[config.mk]
export PLATFORM = sky130hd
export DESIGN_NAME = ipv4_udp_header_framer_core
export DESIGN_NICKNAME = d
export VERILOG_FILES = /design/src/rtl/iuhf_pkg.sv /design/src/rtl/iuhf_front.sv /design/src/rtl/iuhf_queue.sv /design/src/rtl/iuhf_back.sv /design/src/rtl/ipv4_udp_header_framer_core.sv
export SDC_FILE = /design/constraint.sdc
export NUM_CORES = 1
export LEC_CHECK = 0
export BUFFER_PORTS_ARGS = -buffer_cell sky130_fd_sc_hd__buf_2
export CORE_MARGIN = 8
export CORE_UTILIZATION = 55
export CTS_BUF_LIST = sky130_fd_sc_hd__clkbuf_4 sky130_fd_sc_hd__clkbuf_8
export CTS_CLUSTER_SIZE = 12
export DETAILED_ROUTE_END_ITERATION = 8
export GPL_TIMING_DRIVEN = 0
export PLACE_DENSITY_LB_ADDON = 0.05
export SLEW_MARGIN = 5
export SYNTH_ARGS = -nofsm -noshare
export SYNTH_HDL_FRONTEND = slang
export SYNTH_SLANG_ARGS = --single-unit
[constraint.sdc]
create_clock -name clk -period 7.7 [get_ports clk]
set_input_delay 0.77 -clock clk [delete_from_list [all_inputs] [get_ports clk]]
set_output_delay 0.77 -clock clk [all_outputs]
set_load 0.005 [all_outputs]
[src/rtl/iuhf_pkg.sv]
`timescale 1ns / 1ps
// Shared types and constants for the IPv4/UDP header framer.
// No dependencies; imported by every module of the block.
package iuhf_pkg;

  localparam int MAX_PACKET_BYTES_DEF = 2048;
  localparam int QUEUE_DEPTH_DEF      = 2;

  localparam logic [4:0]  HDR_BYTES     = 5'd28;
  localparam logic [15:0] UDP_HDR_BYTES = 16'd8;
  localparam logic [7:0]  VER_IHL       = 8'h45;
  localparam logic [15:0] FLAGS_DF      = 16'h4000;
  localparam logic [7:0]  TTL_DEF       = 8'd64;
  localparam logic [7:0]  PROTO_UDP     = 8'd17;
  // Fixed words of the IPv4 header checksum: 0x4500 + 0x4000 + 0x4011
  localparam logic [18:0] CSUM_BASE     = 19'h0C511;

  // Command kinds passed from front to back
  localparam logic [1:0] CMD_DATA = 2'd0;
  localparam logic [1:0] CMD_HDR  = 2'd1;
  localparam logic [1:0] CMD_OVF  = 2'd2;

  typedef struct packed {
    logic        func;
    logic [31:0] src_addr;
    logic [31:0] dst_addr;
    logic [15:0] src_port;
    logic [15:0] dst_port;
    logic [15:0] payload_length;
    logic [7:0]  data_byte;
  } item_t;

  typedef struct packed {
    logic [7:0] out_byte;
    logic       last;
    logic       status;
  } result_t;

  typedef struct packed {
    logic [1:0]  kind;
    logic        last;
    logic [7:0]  data_byte;
    logic [31:0] src_addr;
    logic [31:0] dst_addr;
    logic [15:0] src_port;
    logic [15:0] dst_port;
    logic [15:0] payload_length;
    logic [18:0] raw_sum;
  } cmd_t;

endpackage

[src/rtl/iuhf_front.sv]
`timescale 1ns / 1ps
// Front end: accepts items, tracks the open packet and classifies each item.
// Depends on iuhf_pkg.
module iuhf_front import iuhf_pkg::*; #(
  parameter int MAX_PACKET_BYTES = MAX_PACKET_BYTES_DEF
) (
  input  logic  clk,
  input  logic  rst,
  input  logic  item_valid,
  output logic  item_stall,
  input  item_t item,
  input  logic  q_full,
  output logic  push,
  output cmd_t  push_cmd
);

  localparam logic [16:0] MAX_LEN = 17'(MAX_PACKET_BYTES);

  logic        packet_open;
  logic [15:0] payload_left;
  logic        accept;
  logic [16:0] total_len;
  logic        ovf;
  logic        left_one;

  assign item_stall = q_full;
  assign accept     = item_valid && !q_full;
  assign total_len  = {1'b0, item.payload_length} + 17'(HDR_BYTES);
  assign ovf        = total_len > MAX_LEN;
  assign left_one   = payload_left == 16'd1;

  // data with no packet open is dropped
  assign push = accept && !(item.func && !packet_open);

  always_comb begin
    push_cmd                = '0;
    push_cmd.data_byte      = item.data_byte;
    push_cmd.src_addr       = item.src_addr;
    push_cmd.dst_addr       = item.dst_addr;
    push_cmd.src_port       = item.src_port;
    push_cmd.dst_port       = item.dst_port;
    push_cmd.payload_length = item.payload_length;
    push_cmd.raw_sum        = CSUM_BASE + {3'b0, total_len[15:0]}
                            + {3'b0, item.src_addr[31:16]} + {3'b0, item.src_addr[15:0]}
                            + {3'b0, item.dst_addr[31:16]} + {3'b0, item.dst_addr[15:0]};
    if (item.func) begin
      push_cmd.kind = CMD_DATA;
      push_cmd.last = left_one;
    end else if (ovf) begin
      push_cmd.kind = CMD_OVF;
      push_cmd.last = 1'b1;
    end else begin
      push_cmd.kind = CMD_HDR;
      push_cmd.last = item.payload_length == 16'd0;
    end
  end

  always_ff @(posedge clk) begin
    if (rst) begin
      packet_open  <= 1'b0;
      payload_left <= '0;
    end else if (accept) begin
      if (item.func) begin
        if (packet_open) begin
          payload_left <= payload_left - 16'd1;
          packet_open  <= !left_one;
        end
      end else if (ovf) begin
        packet_open  <= 1'b0;
        payload_left <= '0;
      end else begin
        packet_open  <= item.payload_length != 16'd0;
        payload_left <= item.payload_length;
      end
    end
  end

endmodule

[src/rtl/iuhf_queue.sv]
`timescale 1ns / 1ps
// Short command queue between front and back ends.
// Depends on iuhf_pkg.
module iuhf_queue import iuhf_pkg::*; #(
  parameter int DEPTH = QUEUE_DEPTH_DEF
) (
  input  logic clk,
  input  logic rst,
  input  logic push,
  input  cmd_t push_cmd,
  output logic full,
  input  logic pop,
  output logic avail,
  output cmd_t head
);

  localparam int PW = (DEPTH > 1) ? $clog2(DEPTH) : 1;
  localparam int CW = $clog2(DEPTH + 1);
  localparam logic [PW-1:0] LAST_SLOT = PW'(DEPTH - 1);

  cmd_t          slots [DEPTH];
  logic [PW-1:0] wr_ptr;
  logic [PW-1:0] rd_ptr;
  logic [CW-1:0] count;

  assign full  = count == CW'(DEPTH);
  assign avail = count != '0;
  assign head  = slots[rd_ptr];

  always_ff @(posedge clk) begin
    if (push) begin
      slots[wr_ptr] <= push_cmd;
    end
  end

  always_ff @(posedge clk) begin
    if (rst) begin
      wr_ptr <= '0;
      rd_ptr <= '0;
      count  <= '0;
    end else begin
      if (push) begin
        wr_ptr <= (wr_ptr == LAST_SLOT) ? '0 : wr_ptr + PW'(1);
      end
      if (pop) begin
        rd_ptr <= (rd_ptr == LAST_SLOT) ? '0 : rd_ptr + PW'(1);
      end
      if (push && !pop) begin
        count <= count + CW'(1);
      end else if (pop && !push) begin
        count <= count - CW'(1);
      end
    end
  end

endmodule

[src/rtl/iuhf_back.sv]
`timescale 1ns / 1ps
// Back end: header byte sequencer, checksum fold and output register.
// Depends on iuhf_pkg.
module iuhf_back import iuhf_pkg::*; (
  input  logic    clk,
  input  logic    rst,
  input  logic    avail,
  input  cmd_t    head,
  output logic    pop,
  output logic    result_valid,
  input  logic    result_stall,
  output result_t result
);

  logic        busy;
  logic [4:0]  idx;
  logic        hdr_last;
  logic [31:0] hold_src_addr;
  logic [31:0] hold_dst_addr;
  logic [15:0] hold_src_port;
  logic [15:0] hold_dst_port;
  logic [15:0] total_length_reg;
  logic [15:0] udp_length;
  logic [15:0] header_sum;
  logic        out_load;
  logic [16:0] fold1;
  logic [15:0] fold2;
  logic [7:0]  hdr_byte;

  assign out_load = !result_valid || !result_stall;
  assign pop      = !busy && avail && out_load;

  // end-around carry fold of the raw checksum sum
  assign fold1 = {1'b0, head.raw_sum[15:0]} + {14'b0, head.raw_sum[18:16]};
  assign fold2 = fold1[15:0] + {15'b0, fold1[16]};

  always_comb begin
    case (idx)
      5'd1, 5'd4, 5'd5, 5'd7,
      5'd26, 5'd27: hdr_byte = 8'h00;
      5'd0:  hdr_byte = VER_IHL;
      5'd2:  hdr_byte = total_length_reg[15:8];
      5'd3:  hdr_byte = total_length_reg[7:0];
      5'd6:  hdr_byte = FLAGS_DF[15:8];
      5'd8:  hdr_byte = TTL_DEF;
      5'd9:  hdr_byte = PROTO_UDP;
      5'd10: hdr_byte = header_sum[15:8];
      5'd11: hdr_byte = header_sum[7:0];
      5'd12: hdr_byte = hold_src_addr[31:24];
      5'd13: hdr_byte = hold_src_addr[23:16];
      5'd14: hdr_byte = hold_src_addr[15:8];
      5'd15: hdr_byte = hold_src_addr[7:0];
      5'd16: hdr_byte = hold_dst_addr[31:24];
      5'd17: hdr_byte = hold_dst_addr[23:16];
      5'd18: hdr_byte = hold_dst_addr[15:8];
      5'd19: hdr_byte = hold_dst_addr[7:0];
      5'd20: hdr_byte = hold_src_port[15:8];
      5'd21: hdr_byte = hold_src_port[7:0];
      5'd22: hdr_byte = hold_dst_port[15:8];
      5'd23: hdr_byte = hold_dst_port[7:0];
      5'd24: hdr_byte = udp_length[15:8];
      5'd25: hdr_byte = udp_length[7:0];
      default: hdr_byte = 8'h00;
    endcase
  end

  // header field holding registers, loaded when a header command is taken
  always_ff @(posedge clk) begin
    if (pop && head.kind == CMD_HDR) begin
      hold_src_addr    <= head.src_addr;
      hold_dst_addr    <= head.dst_addr;
      hold_src_port    <= head.src_port;
      hold_dst_port    <= head.dst_port;
      total_length_reg <= head.payload_length + 16'(HDR_BYTES);
      udp_length       <= head.payload_length + UDP_HDR_BYTES;
      header_sum       <= ~fold2;
      hdr_last         <= head.last;
    end
  end

  always_ff @(posedge clk) begin
    if (rst) begin
      busy         <= 1'b0;
      idx          <= '0;
      result_valid <= 1'b0;
    end else begin
      if (out_load) begin
        result_valid <= busy || avail;
      end
      if (busy && out_load) begin
        idx <= idx + 5'd1;
        if (idx == HDR_BYTES - 5'd1) begin
          busy <= 1'b0;
        end
      end else if (pop && head.kind == CMD_HDR) begin
        // byte 0 goes out in the same cycle as the load
        busy <= 1'b1;
        idx  <= 5'd1;
      end
    end
  end

  always_ff @(posedge clk) begin
    if (busy && out_load) begin
      result.out_byte <= hdr_byte;
      result.last     <= (idx == HDR_BYTES - 5'd1) && hdr_last;
      result.status   <= 1'b0;
    end else if (pop) begin
      case (head.kind)
        CMD_HDR: begin
          result.out_byte <= VER_IHL;
          result.last     <= 1'b0;
          result.status   <= 1'b0;
        end
        CMD_OVF: begin
          result.out_byte <= 8'h00;
          result.last     <= 1'b1;
          result.status   <= 1'b1;
        end
        default: begin
          result.out_byte <= head.data_byte;
          result.last     <= head.last;
          result.status   <= 1'b0;
        end
      endcase
    end
  end

endmodule

[src/rtl/ipv4_udp_header_framer_core.sv]
`timescale 1ns / 1ps
// IPv4/UDP header framer, top level. Depends on iuhf_pkg, iuhf_front, iuhf_queue, iuhf_back.
// Path: an accepted item passes through a queue slot, then the output register.
// Output: a data byte or overflow request gives one result; a start request gives the 28
//   header bytes, stepped out by the back end's byte sequencer. Requests queue meanwhile.
// Reset (rst, synchronous, active high): no packet open, queue empty, no result pending.
module ipv4_udp_header_framer_core import iuhf_pkg::*; #(
  parameter int MAX_PACKET_BYTES = MAX_PACKET_BYTES_DEF,
  parameter int QUEUE_DEPTH      = QUEUE_DEPTH_DEF
) (
  input  logic    clk,
  input  logic    rst,
  input  logic    item_valid,
  output logic    item_stall,
  input  item_t   item,
  output logic    result_valid,
  input  logic    result_stall,
  output result_t result
);

  // front -> queue
  logic q_push;
  cmd_t q_push_cmd;
  logic q_full;
  // queue -> back
  logic q_pop;
  logic q_avail;
  cmd_t q_head;

  // Front: owns packet_open and payload_left, so drop / last / overflow are decided
  // at acceptance and the next request can follow as soon as the queue has room. It also
  // forms the raw 19-bit checksum sum of the header words.
  iuhf_front #(
    .MAX_PACKET_BYTES(MAX_PACKET_BYTES)
  ) u_front (
    .clk       (clk),
    .rst       (rst),
    .item_valid(item_valid),
    .item_stall(item_stall),
    .item      (item),
    .q_full    (q_full),
    .push      (q_push),
    .push_cmd  (q_push_cmd)
  );

  // Queue: decouples the front from header emission and output stalls.
  iuhf_queue #(
    .DEPTH(QUEUE_DEPTH)
  ) u_queue (
    .clk     (clk),
    .rst     (rst),
    .push    (q_push),
    .push_cmd(q_push_cmd),
    .full    (q_full),
    .pop     (q_pop),
    .avail   (q_avail),
    .head    (q_head)
  );

  // Back: folds the checksum, walks the 28 header bytes, passes payload bytes and
  // overflow results, and holds the output register.
  iuhf_back u_back (
    .clk         (clk),
    .rst         (rst),
    .avail       (q_avail),
    .head        (q_head),
    .pop         (q_pop),
    .result_valid(result_valid),
    .result_stall(result_stall),
    .result      (result)
  );

endmodule

**Yosys cells after proc, flatten, opt, wreduce, memory -nomap -nowiden**

Memories as Yosys holds them, arrays and structs flattened. A register that Yosys moved wholly into a read port is not among the register bits.
Cells that the tools add are included.

- Add/sub/neg operators: 16
- $lt $le $gt $ge: 1
- Equality and inequality tests: 28
- Mux-type cells: 25
- Bitwise logic cells: 1
- Reductions and logical operators: 31

Operators by type and width:

| kind | number |
|---|---|
| one-hot mux 8 bit (21 select lines) | 1 |
| adder 19 x 16 -> 19 bit | 4 |
| equality test 5 bit (second input constant) | 11 |
| 2-to-1 mux 16 bit | 3 |
| equality test 5 x 4 -> 1 bit (second input constant) | 8 |
| 2-to-1 mux 10 bit | 2 |
| one-hot mux 10 bit (2 select lines) | 1 |
| adder 16 x 16 -> 17 bit (first input constant) | 1 |
| adder 16 x 3 -> 17 bit | 1 |
| adder 16 x 5 -> 17 bit (second input constant) | 1 |
| greater-than comparator 17 x 12 -> 1 bit (second input constant) | 1 |
| adder 16 x 1 -> 16 bit | 1 |
| adder 16 x 4 -> 16 bit (second input constant) | 1 |
| adder 16 x 5 -> 16 bit (second input constant) | 1 |
| equality test 16 x 1 -> 1 bit (second input constant) | 1 |
| logical NOT 16 bit | 1 |
| inverter 16 bit | 1 |
| nonzero test 16 bit | 1 |
| subtractor 16 x 1 -> 16 bit (second input constant) | 1 |
| 2-to-1 mux 1 bit | 12 |
| equality test 5 x 2 -> 1 bit (second input constant) | 2 |
| logical AND 1 bit | 10 |
| 2-to-1 mux 5 bit | 2 |
| logical NOT 1 bit | 9 |
| other kinds (16) | 25 |

- Register bits: 183
- RAM bits: 284
- Input port bits: 125
- Output and inout bits: 12
- Logic and storage cells: 122
- Memories: 1

Memory list:

| name | words | bits a word | read ports | clocked after Yosys merged registers in | write ports | line | text |
|---|---|---|---|---|---|---|---|
| u_queue.slots | 2 | 142 | 1 | 1 | 1 | iuhf_queue.sv:21 | `cmd_t slots [DEPTH];` |

**Longest topological paths before layout**

- Word-level depth: 8
- Gate-level depth with buffers: 24

**Cells and area by module**

A second synthesis with hierarchy kept.

- Cells, all modules: 1694
- Area, all modules: 23216.0 um2

Modules (own cells, without submodules):

| module | times used | cells each | area an instance (um2) |
|---|---|---|---|
| iuhf_queue | 1 | 464 | 10777.8 |
| iuhf_back | 1 | 628 | 7767.4 |
| iuhf_front | 1 | 602 | 4670.7 |

**Worst setup path before layout**

No wires, ideal clock.

- Path type: input-to-reg
- Start point: input port item_valid
- End point: memory u_queue.slots[0][0] in the netlist's numbering (enable)
- Data arrival time: 7.121 ns
- Required time: 7.054 ns
- Path slack: -0.067 ns
- Stages: 4
- Cell sequence: nand2b_1 -> a21o_1 -> clkbuf_1 -> nor2_1

- Cells in the longest elaborated chain, start to end: 4

RTL lines:

| element | line | text |
|---|---|---|
| from (decl) | ipv4_udp_header_framer_core.sv:13 | `input logic item_valid,` |
| logical AND 1 bit | iuhf_front.sv:27 | `assign accept = item_valid && !q_full;` |
| logical AND 1 bit | iuhf_front.sv:33 | `assign push = accept && !(item.func && !packet_open);` |
| 2-to-1 mux 1 bit | iuhf_queue.sv:31 | `if (push) begin` |
| 2-to-1 mux 1 bit (not written as such) | iuhf_queue.sv:32 | `slots[wr_ptr] <= push_cmd;` |
| to (decl) | iuhf_queue.sv:21 |  |

No other way between the ends.

==> results.sh <==
export IMPL_clkLatencyLatePin_ns=0.65
export IMPL_post_place_ws_ns=0.623
export IMPL_rrSetupSlack_ns=1.49
export IMPL_crit_path_end_kind="register"
export IMPL_dp_hpwl_um=44000
export IMPL_core_mm2=0.0397
export IMPL_cts_setup_buffers=0
export IMPL_cts_root_buf="clkbuf_8"
export IMPL_syn_inst=1599
export IMPL_first_pass_iters=5
export IMPL_ys_seq_elements=466
export IMPL_slowest_stage="fa_1"
export IMPL_cts_sinks=466
export IMPL_io_pin_count=137
export IMPL_ctsLongestPathBuffers=3
export IMPL_irDropWorstVdd_uv=210
export IMPL_fin_skew_ns=0.0370
export IMPL_grt_pass1_wl_um=88500
export IMPL_dieArea_mm2=0.0469
export IMPL_antenna_left=0
export IMPL_cp_num_buf_inv=6
export IMPL_first_iter_violations=1328
export IMPL_grt_antenna_before_repair=0
export IMPL_syn_area_per_cell_um2=13.8
export IMPL_cts_resized=0
export IMPL_cts_tree="yes"
export IMPL_synth_top_cells_by_count="436 x edfxtp_1, 115 x nand2_1, 109 x inv_1"
export IMPL_worstPathArrival_ns=6.76
export IMPL_rsz0062_at_grt="false"
export IMPL_wire_per_inst_um=24.6
export IMPL_path_cells="buf_2, buf_2, inv_1, ha_1, buf_2, nand2b_1, nand4_1, xor2_2, a21oi_1, a31o_2, a2111oi_1, o311ai_1, fa_1, fa_1, inv_1, fa_1, inv_1, ha_1, or3_1, a211oi_1, nor2_1, o311ai_0"
export IMPL_hold_viol=0
export IMPL_num_vias=14100
export IMPL_hold_buffers=0
export IMPL_cts_made_buffers=80
export IMPL_fin_ws_ns=1.30
export IMPL_gp_congestion=0.984
export IMPL_clock_fmax_mhz=156
export IMPL_die_w_um=217
export IMPL_grt_max_degree=99
export IMPL_synth_distinct_cells=91
export IMPL_setup_viol_count_final=0
export IMPL_max_stage_delay_ns=0.56
export IMPL_initial_core_util_pct=55.7
export IMPL_outcome="finished, final reports clean"
export IMPL_yosysMostFrequentCell="edfxtp_1"
export IMPL_finalPower_mw=8.10
export IMPL_die_y_um=217
export IMPL_cp_max_fo=10
export IMPL_worstRegToRegCells=23
export IMPL_drv_slew=0
export IMPL_num_rows=73
export IMPL_timing_worst_setup_path_type="primary input to register"
export IMPL_utilization_pct=63.6
export IMPL_drive_gt1_share_pct=23.6
export IMPL_tightest_slew_ns=1.41
export IMPL_via_per_inst=5.84
export IMPL_path_delay_family="compound AO/OA/AOI/OAI gates"
export IMPL_area_growth_pct=14.3
export IMPL_yosysTopAreaCellShare_pct=59.2
export IMPL_max_cap_violations=0
export IMPL_overflow=0
export IMPL_async_flop_share_pct=0
export IMPL_io_buffer_count=136
export IMPL_yosys_warnings=0
export IMPL_top_regs="u_queue.slots (284), u_back.hold_dst_addr (32), u_back.hold_src_addr (32)"
export IMPL_power_density_mw_per_mm2=320
export IMPL_largest_reg_flops=284
export IMPL_slew_headroom_pct=3.62
export IMPL_start_kind="primary input"
export IMPL_r2r_end="u_back.header_sum[14]$_DFFE_PP_"
export IMPL_synth_nets=1819
export IMPL_timing_final_crit_period_ns=6.40
export IMPL_netlist_area_mm2=0.0221
export IMPL_hp_class="primary input to register"
export IMPL_cp_depth=22
export IMPL_path_clk_slew_ns=0.06
export IMPL_yosysTopAreaCell="edfxtp_1"
export IMPL_synth_flop_cell="edfxtp_1"
export IMPL_endpoint="u_queue.slots[0][15]$_DFFE_PP_"
export IMPL_synth_seq_area_share_pct=61.9
export IMPL_grt_pass1_vias=14100
export IMPL_synth_edf_count=436
export IMPL_top_register="u_queue.slots"
export IMPL_nets=2046
export IMPL_drc=0
export IMPL_synthTopCellsByArea="edfxtp_1 59%, mux2_2 5.4%, fa_1 4.4%"
export IMPL_grt_usage_pct=25.3
export IMPL_p_leak_nw=9.05
export IMPL_cts_max_level=3
export IMPL_worstPathRequired_ns=8.06
export IMPL_crit_path_start="item[10]"
export IMPL_finalWirelength_um=59300
export IMPL_fin_crit_sh_pct=83.1
-- per-layer routing --
layer	share of wire [%]	track usage, %	routed length (µm)
met5	0	0	0
met4	3.0	8.79	1760
met3	6.4	4.60	3810
met2	46	39.2	27400
met1	44	35.6	26300
-- metrics by stage --
step                      instances  setup TNS (ns)  hold WS (ns)  instance area, µm²
final                          2411               0         0.310               25300
after global routing           2409               0         0.282               25300
after CTS                      2409               0         0.265               25300
after detailed placement       2269               0         0.462               23700
after global placement         2260         -105.59         0.455               23500
after floorplan                1599               0         0.448               22100
-- cell type report --
class                   count  area (µm²)
diodes                      2        5.00
plain buffers              53         275
clock buffers             109        1340
clock inverters            31         267
fillers                  3039       14400
inverters                 110         420
multi-input cells         970        7750
flip-flops and latches    466       13700
well taps                 525         657
repair buffers            145         871
-- cells by family after synthesis --
group                    synth area share [%]
adder cells (fa/ha/maj)                  7.04
buffers and inverters                    3.11
AND/OR/NAND/NOR                          9.16
XOR/XNOR                                 3.71
AO/OA/AOI/OAI                            7.46
multiplexers                             7.61
flip-flops                               61.9
-- cell usage in the layout (no fill, tap or decap), types with 23 or more instances in the layout --
cell type and count:
nand3_1 29, mux2_2 107, dfxtp_1 30, a22oi_1 28, fa_1 49, xor2_1 44, nor3_1 36, nand2_1 115
buf_2 155, edfxtp_1 436, o21ai_0 33, nor2b_1 23, nor2_1 82, ha_1 46, clkbuf_4 25, mux2i_1 44
xnor2_1 44, inv_1 108, clkbuf_8 84, a21oi_1 56
-- worst register-to-register path: cells and delay by family (launching register included) --
family                     cells  cell delay [ns]
and+or+nand+nor                8             1.63
buffers and inverters          8             1.87
AOI/OAI and AO/OA              2             0.47
xor gates and xnor gates       1             0.17
DFF                            1             0.45
adders and majority gates      3             0.86
muxes                          1             0.50
-- worst min path at each step --
| stage | from | to | slack (ns) | depth (start not counted) |
|---|---|---|---|---|
| after detailed placement | u_back.result[0]$_SDFFE_PP0P_ | u_back.result[0]$_SDFFE_PP0P_ | 0.46 | 2 |
| after global routing | item[2] | u_queue.slots[1][133]$_DFFE_PP_ | 0.28 | 1 |
| after CTS | item[0] | u_queue.slots[1][131]$_DFFE_PP_ | 0.27 | 1 |
| after global placement | u_back.result[0]$_SDFFE_PP0P_ | u_back.result[0]$_SDFFE_PP0P_ | 0.46 | 2 |
| after floorplan | u_front.payload_left[14]$_SDFFE_PP0P_ | u_front.payload_left[14]$_SDFFE_PP0P_ | 0.45 | 2 |
| final | item[0] | u_queue.slots[1][131]$_DFFE_PP_ | 0.31 | 1 |
-- power by group --
group          total, mW  internal [mW]  leakage, nW  switching (mW)
sequential          3.49           3.32         4.24           0.172
clock               2.27           1.27        0.848           0.998
combinational       2.34          0.928         3.97            1.41
total               8.10           5.51         9.05            2.58
Power figures use the tool's default switching activity.
